File: src/hw/rtl/scfp_pkg.sv
// Shared types and constants of the serial command frame parser.
package scfp_pkg;

	localparam int unsigned BYTE_W = 8;
	localparam int unsigned EVT_W = 4;
	localparam int unsigned PHASE_W = 3;
	localparam int unsigned CFG_ADDR_W = 1;
	localparam int unsigned OUT_DATA_W = 40;

	localparam logic [BYTE_W-1:0] MAX_LENGTH_RESET = 8'd150;
	localparam logic [BYTE_W-1:0] HEADER_RESET = 8'd0;

	// Register indexes of the write port.
	localparam logic [CFG_ADDR_W-1:0] REG_HEADER_BYTE = 1'd0;
	localparam logic [CFG_ADDR_W-1:0] REG_MAX_LENGTH = 1'd1;

	// Parser phases.
	localparam logic [PHASE_W-1:0] PH_HUNT = 3'd0;
	localparam logic [PHASE_W-1:0] PH_ADDRESS = 3'd1;
	localparam logic [PHASE_W-1:0] PH_COMMAND = 3'd2;
	localparam logic [PHASE_W-1:0] PH_LENGTH = 3'd3;
	localparam logic [PHASE_W-1:0] PH_PAYLOAD = 3'd4;
	localparam logic [PHASE_W-1:0] PH_CHECKSUM = 3'd5;

	// Event codes.
	localparam logic [EVT_W-1:0] EV_SKIPPED = 4'd0;
	localparam logic [EVT_W-1:0] EV_HEADER = 4'd1;
	localparam logic [EVT_W-1:0] EV_ADDRESS = 4'd2;
	localparam logic [EVT_W-1:0] EV_COMMAND = 4'd3;
	localparam logic [EVT_W-1:0] EV_LENGTH_OK = 4'd4;
	localparam logic [EVT_W-1:0] EV_PAYLOAD = 4'd5;
	localparam logic [EVT_W-1:0] EV_FRAME_OK = 4'd6;
	localparam logic [EVT_W-1:0] EV_CHECKSUM_BAD = 4'd7;
	localparam logic [EVT_W-1:0] EV_LENGTH_BAD = 4'd8;

	typedef struct packed {
		logic [PHASE_W-1:0] phase;
		logic [BYTE_W-1:0] running_sum;
		logic [BYTE_W-1:0] byte_position;
		logic [BYTE_W-1:0] payload_length;
		logic [BYTE_W-1:0] address_seen;
		logic [BYTE_W-1:0] command_seen;
	} frame_state_t;

	typedef struct packed {
		logic [EVT_W-1:0] event_res;
		logic [BYTE_W-1:0] data_byte;
		logic [BYTE_W-1:0] payload_index;
		logic last_payload;
		logic [BYTE_W-1:0] frame_address;
		logic [BYTE_W-1:0] frame_command;
		logic [BYTE_W-1:0] frame_length;
	} frame_result_t;

	localparam frame_state_t FRAME_STATE_CLEAR = '{
		phase: PH_HUNT,
		running_sum: '0,
		byte_position: '0,
		payload_length: '0,
		address_seen: '0,
		command_seen: '0
	};

endpackage

File: src/hw/rtl/scfp_step.sv
// Next-state and event logic of the frame parser for one received byte.
module scfp_step (
	input  scfp_pkg::frame_state_t     cur,
	input  logic [7:0]                 rx_byte,
	input  logic [7:0]                 header_byte,
	input  logic [7:0]                 max_length,
	output scfp_pkg::frame_state_t     nxt,
	output scfp_pkg::frame_result_t    res
);
	import scfp_pkg::*;

	frame_state_t upd;
	logic [BYTE_W-1:0] sum_plus;
	logic [BYTE_W-1:0] pos_plus;
	logic [EVT_W-1:0] evt;
	logic [BYTE_W-1:0] idx;
	logic last;
	logic done;

	assign sum_plus = cur.running_sum + rx_byte;
	assign pos_plus = cur.byte_position + 8'd1;

	always_comb begin
		upd = cur;
		evt = EV_SKIPPED;
		idx = '0;
		last = 1'b0;
		done = 1'b0;
		case (cur.phase)
			PH_HUNT: begin
				if (rx_byte == header_byte) begin
					upd.running_sum = sum_plus;
					upd.byte_position = '0;
					upd.phase = PH_ADDRESS;
					evt = EV_HEADER;
				end
			end
			PH_ADDRESS: begin
				upd.address_seen = rx_byte;
				upd.running_sum = sum_plus;
				upd.phase = PH_COMMAND;
				evt = EV_ADDRESS;
			end
			PH_COMMAND: begin
				upd.command_seen = rx_byte;
				upd.running_sum = sum_plus;
				upd.phase = PH_LENGTH;
				evt = EV_COMMAND;
			end
			PH_LENGTH: begin
				if (rx_byte == '0 || rx_byte > max_length) begin
					evt = EV_LENGTH_BAD;
					done = 1'b1;
				end else begin
					upd.payload_length = rx_byte;
					upd.running_sum = sum_plus;
					upd.phase = PH_PAYLOAD;
					evt = EV_LENGTH_OK;
				end
			end
			PH_PAYLOAD: begin
				if (cur.byte_position < cur.payload_length) begin
					idx = cur.byte_position;
					upd.running_sum = sum_plus;
					upd.byte_position = pos_plus;
					if (pos_plus >= cur.payload_length) begin
						last = 1'b1;
						upd.phase = PH_CHECKSUM;
					end
					evt = EV_PAYLOAD;
				end else begin
					done = 1'b1;
				end
			end
			PH_CHECKSUM: begin
				evt = (cur.running_sum == rx_byte) ? EV_FRAME_OK : EV_CHECKSUM_BAD;
				done = 1'b1;
			end
			default: begin
				done = 1'b1;
			end
		endcase
	end

	// Verdicts report the fields held before the parser clears.
	always_comb begin
		res.event_res = evt;
		res.data_byte = rx_byte;
		res.payload_index = idx;
		res.last_payload = last;
		res.frame_address = upd.address_seen;
		res.frame_command = upd.command_seen;
		res.frame_length = upd.payload_length;
		nxt = done ? FRAME_STATE_CLEAR : upd;
	end

endmodule

File: src/hw/rtl/serial_command_frame_parser.sv
// Top level of the serial command frame parser: input register, parse step, result register.
// A byte accepted into the input register passes through scfp_step into the result register.
// One byte per cycle while the result is taken; the parser state loop closes through scfp_step.
// The input stalls only when both registers hold a request and the result is not taken.
// Reset (arst_n low, asynchronous) empties both registers, returns the parser to hunting,
// and sets header_byte to 0 and max_length to 150.
module serial_command_frame_parser (
	input  logic        clk,
	input  logic        arst_n,
	input  logic        cfg_we,
	input  logic [scfp_pkg::CFG_ADDR_W-1:0] cfg_addr,
	input  logic [7:0]  cfg_wdata,
	input  logic        s_tvalid,
	output logic        s_tready,
	input  logic [7:0]  s_tdata,   // [7:0] rx_byte
	output logic        m_tvalid,
	input  logic        m_tready,
	// [7:0] data_byte, [15:8] payload_index, [23:16] frame_address,
	// [31:24] frame_command, [39:32] frame_length
	output logic [scfp_pkg::OUT_DATA_W-1:0] m_tdata,
	output logic [3:0]  m_tuser,   // [3:0] event_res
	output logic        m_tlast    // last_payload
);
	import scfp_pkg::*;

	logic [BYTE_W-1:0] header_byte_q;
	logic [BYTE_W-1:0] max_length_q;
	logic valid_s1;
	logic [BYTE_W-1:0] byte_s1;
	frame_state_t state_q;
	frame_state_t state_nxt;
	frame_result_t res;
	frame_result_t res_s2;
	logic valid_s2;
	logic adv;

	// The result register takes a new event when it is empty or being drained.
	assign adv = !valid_s2 || m_tready;
	assign s_tready = !valid_s1 || adv;

	always_ff @(posedge clk or negedge arst_n) begin
		if (!arst_n) begin
			header_byte_q <= HEADER_RESET;
			max_length_q <= MAX_LENGTH_RESET;
		end else if (cfg_we) begin
			case (cfg_addr)
				REG_HEADER_BYTE: header_byte_q <= cfg_wdata;
				REG_MAX_LENGTH: max_length_q <= cfg_wdata;
				default: ;
			endcase
		end
	end

	always_ff @(posedge clk or negedge arst_n) begin
		if (!arst_n) begin
			valid_s1 <= 1'b0;
		end else if (s_tready) begin
			valid_s1 <= s_tvalid;
		end
	end

	always_ff @(posedge clk) begin
		if (s_tready && s_tvalid) begin
			byte_s1 <= s_tdata;
		end
	end

	scfp_step u_step (
		.cur        (state_q),
		.rx_byte    (byte_s1),
		.header_byte(header_byte_q),
		.max_length (max_length_q),
		.nxt        (state_nxt),
		.res        (res)
	);

	always_ff @(posedge clk or negedge arst_n) begin
		if (!arst_n) begin
			state_q <= FRAME_STATE_CLEAR;
			valid_s2 <= 1'b0;
		end else if (adv) begin
			valid_s2 <= valid_s1;
			if (valid_s1) begin
				state_q <= state_nxt;
			end
		end
	end

	always_ff @(posedge clk) begin
		if (adv && valid_s1) begin
			res_s2 <= res;
		end
	end

	assign m_tvalid = valid_s2;
	assign m_tuser = res_s2.event_res;
	assign m_tlast = res_s2.last_payload;
	assign m_tdata = {res_s2.frame_length, res_s2.frame_command, res_s2.frame_address,
		res_s2.payload_index, res_s2.data_byte};

	// A last mark or a nonzero index belongs only to a payload event.
	assert property (@(posedge clk) disable iff (!arst_n)
		m_tvalid && m_tlast |-> m_tuser == EV_PAYLOAD)
		else $error("last mark on a non-payload event");

	assert property (@(posedge clk) disable iff (!arst_n)
		m_tvalid && m_tuser != EV_PAYLOAD |-> res_s2.payload_index == '0)
		else $error("payload index on a non-payload event");

	// After a verdict is produced the parser is back to hunting with a clear sum.
	assert property (@(posedge clk) disable iff (!arst_n)
		adv && valid_s1 && (res.event_res == EV_FRAME_OK || res.event_res == EV_CHECKSUM_BAD
		|| res.event_res == EV_LENGTH_BAD)
		|=> state_q.phase == PH_HUNT && state_q.running_sum == '0)
		else $error("parser not cleared after verdict");

	// The payload counter never runs past the accepted length.
	assert property (@(posedge clk) disable iff (!arst_n)
		state_q.byte_position <= state_q.payload_length)
		else $error("payload position beyond length");

endmodule

File: config.mk
export PLATFORM = sky130hd
export DESIGN_NAME = serial_command_frame_parser
export DESIGN_NICKNAME = d
export VERILOG_FILES = /design/src/hw/rtl/scfp_pkg.sv /design/src/hw/rtl/scfp_step.sv /design/src/hw/rtl/serial_command_frame_parser.sv
export SDC_FILE = /design/constraint.sdc
export NUM_CORES = 1
export LEC_CHECK = 0
export ABC_AREA = 0
export BUFFER_PORTS_ARGS = -buffer_cell sky130_fd_sc_hd__clkbuf_2
export CAP_MARGIN = 10
export CORE_ASPECT_RATIO = 1.25
export CORE_MARGIN = 4
export CORE_UTILIZATION = 35
export DETAILED_ROUTE_END_ITERATION = 16
export GPL_TIMING_DRIVEN = 0
export SYNTH_ARGS = -nofsm -noshare
export SYNTH_HDL_FRONTEND = slang
export SYNTH_SLANG_ARGS = --single-unit
File: constraint.sdc
create_clock -name clk -period 5 [get_ports clk]
set_input_delay 1 -clock clk [delete_from_list [all_inputs] [get_ports clk]]
set_output_delay 1 -clock clk [all_outputs]
set_load 0.005 [all_outputs]
==> results.yml, run 1 <==
run_status:
  status: "finished clean"
timing:
  maxSlewHeadroom_pct: 41.2
  setup_viol: 0
  post-route-period-util_pct: 52.6
  fin_setup_tns_ns: 0
  rsz0062_at_grt: "false"
  worstMarginPinSlew_ns: 0.883
  slew_viol_final: 0
  min_period_ns: 2.63
  skew_ns: 0.00799
  hold_viol_final: 0
  max_freq_mhz: 380
clock_tree:
  clock-sinks: 114
  clock_path_buffers: 2
  post_cts_buffers: 0
  cts_hold_buf: 0
  cts_tree: "done"
  cts_root_buf: "clkbuf_16"
  h-tree-depth: 4
  cts_resized: 0
  insertion_delay_ns: 0.40
  clk_pin_slew_worst_paths_ns: 0.05
  cts_made_buffers: 17
final_layout:
  fillers: 1501
  syn_to_final_growth_pct: 21.8
  finalInstanceArea_um2: 6750
  post_route_cells_drive_above_1_share_pct: 28.3
  diodes: 0
  final_cell_count_no_fill: 774
  fin_nets: 604
  multiInputGateArea_um2: 2230
  regArea_um2: 3120
global_route:
  grt_max_degree: 62
  grt_usage_pct: 15.0
  antenna_found_initial: 0
  grt_pass1_wl_um: 20900
  grt-busiest-layer: "met2"
  grt_use_met3_pct: 3.77
  grt_pass1_vias: 4082
  grt_util_met2_pct: 26.0
  grt_use_met1_pct: 17.9
  grt_overflow_total: 0
drt:
  drt_wl_total_um: 12300
  drc: 0
  vias: 3780
  viasPerCell: 4.88
  dr.first_iter.drc_count: 183
  avgRoutedWirePerCell_um: 15.9
  first_pass_iters: 4
  final_antenna_net_count: 0
logic_synthesis:
  synth_edf_count: 53
  ys_warn_count: 0
  yosys-top-cells-count: "dfrtp_1 (57), nand2_1 (54), edfxtp_1 (53)"
  syn_avg_cell_area_um2: 12.0
  synthCells: 461
  synthArstFlopShare_pct: 53.5
  synth.most_common_cell: "dfrtp_1"
  ys_seq_area_share_pct: 56.3
  synth-seq-cells: 114
  synth_nets: 516
  synth_top_area_share_pct: 28.7
  syn_area_um2: 5540
  synth_top_area_cell: "edfxtp_1"
  yosys.cell_types.count: 53
  ys_top_cells_by_area: "edfxtp_1 (29%), dfrtp_1 (26%), ha_1 (7.2%)"
  synth-main-ff-cell: "dfrtp_1"
placed_design:
  dpl_cell_area_um2: 6170
  hpwl_um: 8820
  dpl.cell_count: 742
  gp_congestion: 0.825
  port_buffers: 68
setup_path:
  crit_path_max_fanout: 10
  crit_start: "byte_s1[1]"
  r2r-start: "byte_s1[1]"
  reg2reg_to: "m_tdata[38]"
  reg2reg_depth: 8
  path_class: "register to register"
  r2r_slack_ns: 2.37
  critPathLaunchType: "register"
  worstSetupEndpoint: "m_tdata[38]"
  arrival_ns: 2.76
  end_kind: "register"
  required_ns: 5.13
die:
  start_util_pct: 35.6
  pin_count: 69
  fp.dieH_um: 149
  placementRows: 51
  die_w_um: 121
  die-area_um2: 17900
  coreArea_um2: 15600
hold_path:
  hold_start: "state_q[4]"
  hp-class: "register to register"
power:
  power.density_nw_per_um2: 541
  peakVddDrop_mv: 0.230
  clkPwrFrac_pct: 32.5
  seqPwrFrac_pct: 37.5
  p_total_mw: 3.65
  intPower_mw: 2.50
  power_switching_mw: 1.15
  power_switching_share_pct: 31.6
  power_frac_comb_pct: 30.0
  leakagePower_nw: 2.93
job:
  drv_cap: 0
area by class of cell:
class                           count  area share (%)
Buffer                             13            1.22
Tap cell                          212            3.93
Sequential cell                   114            46.3
Timing Repair Buffer               69            5.38
Inverter                           29            1.61
Clock inverter                     12            2.08
Multi-Input combinational cell    305            33.0
Clock buffer                       20            6.47
worst max-delay path, stage by stage (launching register included):
cell	delay, ns
edfxtp_1	0.63
ha_1	0.40
nor2b_1	0.13
o211ai_1	0.10
a21oi_1	0.23
o22ai_1	0.12
nand3b_1	0.09
buf_2	0.27
mux2_1	0.39
how the worst min path moves through the flow:
stage,to,slack [ns],depth (start not counted)
global placement,state_q[13],0.46,2
detailed placement,state_q[15],0.47,2
finish,state_q[4],0.48,2
floorplan,state_q[0],0.45,2
CTS,state_q[15],0.48,2
global route,state_q[15],0.50,2
per-layer routing:
layer  up-vias  part of all wire, %
met2        77                   51
met1      1842                   43
met3        19                  3.7
li1       1842                    -
met5         -                    0
met4         0                  2.0
flip-flops by register name, indices dropped and copies added, names as in the netlist:
signal and flops:
header_byte_q 8, byte_s1 8, valid_s1 1, m_tdata 40, max_length_q 8, m_tvalid 1, m_tuser 4, m_tlast 1
state_q 43
through the flow:
stage | hold WS, ns | setup slack (ns) | util, %
finish | 0.477 | 2.37 | 43.3
global route | 0.500 | 2.20 | 43.3
CTS | 0.482 | 2.36 | 43.3
detailed placement | 0.471 | 2.26 | 39.6
global placement | 0.458 | 0.885 | 39.5
floorplan | 0.446 | 1.78 | -
power by group through the flow:
stage          Sequential, mW  Combinational (mW)  Clock, mW
4_1_cts                  1.37                1.11       1.21
6_report                 1.37                1.10       1.19
2_1_floorplan            1.36               0.789          0
3_5_place_dp             1.39                1.10          0
3_3_place_gp             1.38                1.06          0
5_1_grt                  1.40                1.24       1.26
kinds of logic after synthesis:
logic type	count (synthesis)	share of synthesized area, %
xor+xnor	17	2.69
buf+inv	42	3.43
fa+ha+maj	33	7.58
compound gates	89	10.8
simple gates	125	10.9
flops	114	56.3
mux	41	8.31
placed cells by master (no fill, tap or decap), types with 4 or more instances in the layout:
cell	count
o22ai_1	6
a22o_1	8
nor4_1	6
nor2_1	23
clkbuf_16	17
inv_1	26
xor2_1	11
buf_6	4
ha_1	32
mux2_1	8
or2_2	4
nand4_1	4
xnor2_1	6
a21o_1	6
nand3_1	9
o211ai_1	4
o21ai_0	29
clkbuf_2	68
dfstp_2	4
nor2b_1	4
mux2_2	32
clkbuf_1	9
dfrtp_1	57
a21oi_1	17
clkinv_2	7
edfxtp_1	53
nand2_1	54
nand2b_1	5
No activity file was read; power rests on OpenSTA's default activity.
==> run 2: changes to the inputs <==
--- a/config.mk
+++ b/config.mk
@@ -5,7 +5,7 @@
 export SDC_FILE = /design/constraint.sdc
 export NUM_CORES = 1
 export LEC_CHECK = 0
-export ABC_AREA = 0
+export ABC_AREA = 1
 export BUFFER_PORTS_ARGS = -buffer_cell sky130_fd_sc_hd__clkbuf_2
 export CAP_MARGIN = 10
 export CORE_ASPECT_RATIO = 1.25
==> constraint.sdc (replaced) <==
create_clock -name clk -period 2.65 [get_ports clk]
set_input_delay 0.53 -clock clk [delete_from_list [all_inputs] [get_ports clk]]
set_output_delay 0.53 -clock clk [all_outputs]
set_load 0.005 [all_outputs]
==> results.yml, run 2 <==
global_route:
  grt_usage_pct: 15.2
  grt_max_degree: 50
  grt_pass1_vias: 4574
  grt_overflow_total: 0
  antenna_found_initial: 0
  grt_pass1_wl_um: 23300
timing:
  max_freq_mhz: 408
  post-route-period-util_pct: 92.5
  min_period_ns: 2.45
  slew_viol_final: 0
  hold_viol_final: 0
  fin_hold_ws_ns: 0.291
  fin_setup_tns_ns: 0
  worstMarginPinSlew_ns: 0.612
  worst_slack_ns: 0.198
  setup_viol: 0
  skew_ns: 0.00947
  maxSlewHeadroom_pct: 59.2
final_layout:
  multiInputGateArea_um2: 2440
  fin_nets: 767
  regArea_um2: 3130
  post_route_cells_drive_above_1_share_pct: 23.9
  final_common_cell: "nand2_1"
  syn_to_final_growth_pct: 22.9
  utilization_pct: 43.6
  diodes: 0
  largest_register_ffs: 43
  fillers: 1628
  final_cell_mix: "nand2_1 (135), inv_1 (74), clkbuf_2 (67)"
  largest-register: "state_q"
clock_tree:
  h-tree-depth: 4
  clock-sinks: 114
  clk_pin_slew_worst_paths_ns: 0.06
  insertion_delay_ns: 0.42
  cts_tree: "done"
  cts_made_buffers: 17
  clock_path_buffers: 2
  cts_root_buf: "clkbuf_16"
logic_synthesis:
  synth-main-ff-cell: "dfrtp_1"
  ys_warn_count: 0
  yosys-top-cells-count: "nand2_1 (135), inv_1 (75), dfrtp_1 (57), o21ai_0 (57), edfxtp_1 (53)"
  syn_area_um2: 5950
  synth_edf_count: 53
  synth.most_common_cell: "nand2_1"
  syn_avg_cell_area_um2: 9.68
  synth_top_area_share_pct: 26.7
  ys_seq_area_share_pct: 52.4
  synth_nets: 670
  synthArstFlopShare_pct: 53.5
  ys_top_cells_by_area: "edfxtp_1 (27%), dfrtp_1 (24%), nand2_1 (8.5%)"
  yosys.cell_types.count: 42
  synthCells: 615
  synth-seq-cells: 114
  synth_top_area_cell: "edfxtp_1"
placed_design:
  hpwl_um: 9820
  gp_congestion: 0.847
  dp_slack_ns: 0.0305
  port_buffers: 68
die:
  start_util_pct: 35.5
  pin_count: 69
  placementRows: 53
  fp.dieH_um: 154
  die-area_um2: 19200
  coreArea_um2: 16800
  die_w_um: 125
hold_path:
  hp-class: "input pin to register"
power:
  power_switching_share_pct: 33.3
  power_frac_comb_pct: 31.1
  power.density_nw_per_um2: 973
  power_switching_mw: 2.37
  p_total_mw: 7.12
  seqPwrFrac_pct: 35.9
  intPower_mw: 4.75
  clkPwrFrac_pct: 33.0
  peakVddDrop_mv: 0.497
  leakagePower_nw: 3.46
job:
  drv_cap: 0
setup_path:
  arrival_ns: 2.79
  end_kind: "register"
  crit_chain: "ha_1 -> nand3_1 -> nor2_1 -> nand2_1 -> xor2_1 -> inv_1 -> ha_1 -> nand2_1 -> nor2_1 -> a211oi_2 -> nand3_2 -> o21ai_4 -> nand2_1 -> o21ai_1"
  cp_top_family: "simple AND/OR/NAND/NOR gates"
  required_ns: 2.99
  cp_slowest_cell: "dfrtp_1"
  crit_path_max_fanout: 6
  critPathLaunchType: "register"
  cp_slowest_stage_delay_ns: 0.41
  crit_top_cell: "nand2_1"
  path_class: "register to register"
  cp.buffers_inverters: 1
drt:
  final_antenna_net_count: 0
  dr.first_iter.drc_count: 258
  first_pass_iters: 5
  vias: 4549
  drt_wl_total_um: 14000
  avgRoutedWirePerCell_um: 14.8
  drc: 0
  viasPerCell: 4.81
run_status:
  status: "finished clean"
run 2: cell types whose count changed in the layout (fill, tap and decap cells not counted), sizes merged, moves of 6 or more:
cell   change
a21oi      -6
a22o       -8
buf       +12
inv       +50
mux2      -40
nand2     +87
nand3     +21
nand4     +21
nor2       +9
o21ai     +52
run 2: power by group through the flow:
stage | Sequential (mW) | Combinational [mW] | Clock [mW]
after CTS | 2.56 | 2.20 | 2.39
after detailed placement | 2.59 | 2.19 | 0
after global routing | 2.61 | 2.52 | 2.48
final | 2.56 | 2.21 | 2.35
after floorplan | 2.56 | 1.56 | 0
after global placement | 2.58 | 2.16 | 0
run 2: routing by layer:
layer	vias up	wire length, um	global-route usage [%]	share of wire (%)
met1	2140	6190	19.2	44
met5	-	0	0	0
met4	0	298	6.58	2.1
met2	112	6900	25.3	49
li1	2271	-	-	-
met3	26	577	3.23	4.1
run 2: logic make-up (layout without fill, tap and decap cells):
family	Yosys count	count (layout)	synth area share (%)
buf+inv	96	206	7.00
flops	114	114	52.4
xor+xnor	17	17	2.50
compound gates	109	109	11.2
simple gates	246	246	19.8
fa+ha+maj	33	33	7.06
run 2: timing repair:
action	4_1_cts	5_1_grt
gates resized for setup	0	8
buffers inserted	0	7
hold endpoints to repair	12	0
hold buffers	1	0
endpoints found under the setup margin	0	4
run 2: cell type report:
| class | count | area share (%) |
|---|---|---|
| clock buffer | 22 | 6.48 |
| tap | 220 | 3.76 |
| clock inverter | 10 | 1.79 |
| sequential | 114 | 42.7 |
| inverter | 79 | 4.12 |
| multi-input combinational | 405 | 33.4 |
| timing repair buffer | 78 | 6.19 |
| buffer | 17 | 1.57 |
run 2: final timing paths:
kind,start,endpoint,slack [ns],cells after the start
worst max register to register,state_q[25],state_q[41],0.20,14
worst min-delay path,s_tdata[0],byte_s1[0],0.29,1
max in group asynchronous,arst_n,max_length_q[2],1.54,3
worst min register to register,max_length_q[1],max_length_q[1],0.49,2
worst max-delay path,state_q[25],state_q[41],0.20,14
min in group asynchronous,arst_n,state_q[29],0.54,2
run 2: metrics by stage:
stage,area (um^2),instances
finish,7320,945
global route,7320,945
CTS,7240,938
detailed placement,6620,905
global placement,6570,903
floorplan,5950,615
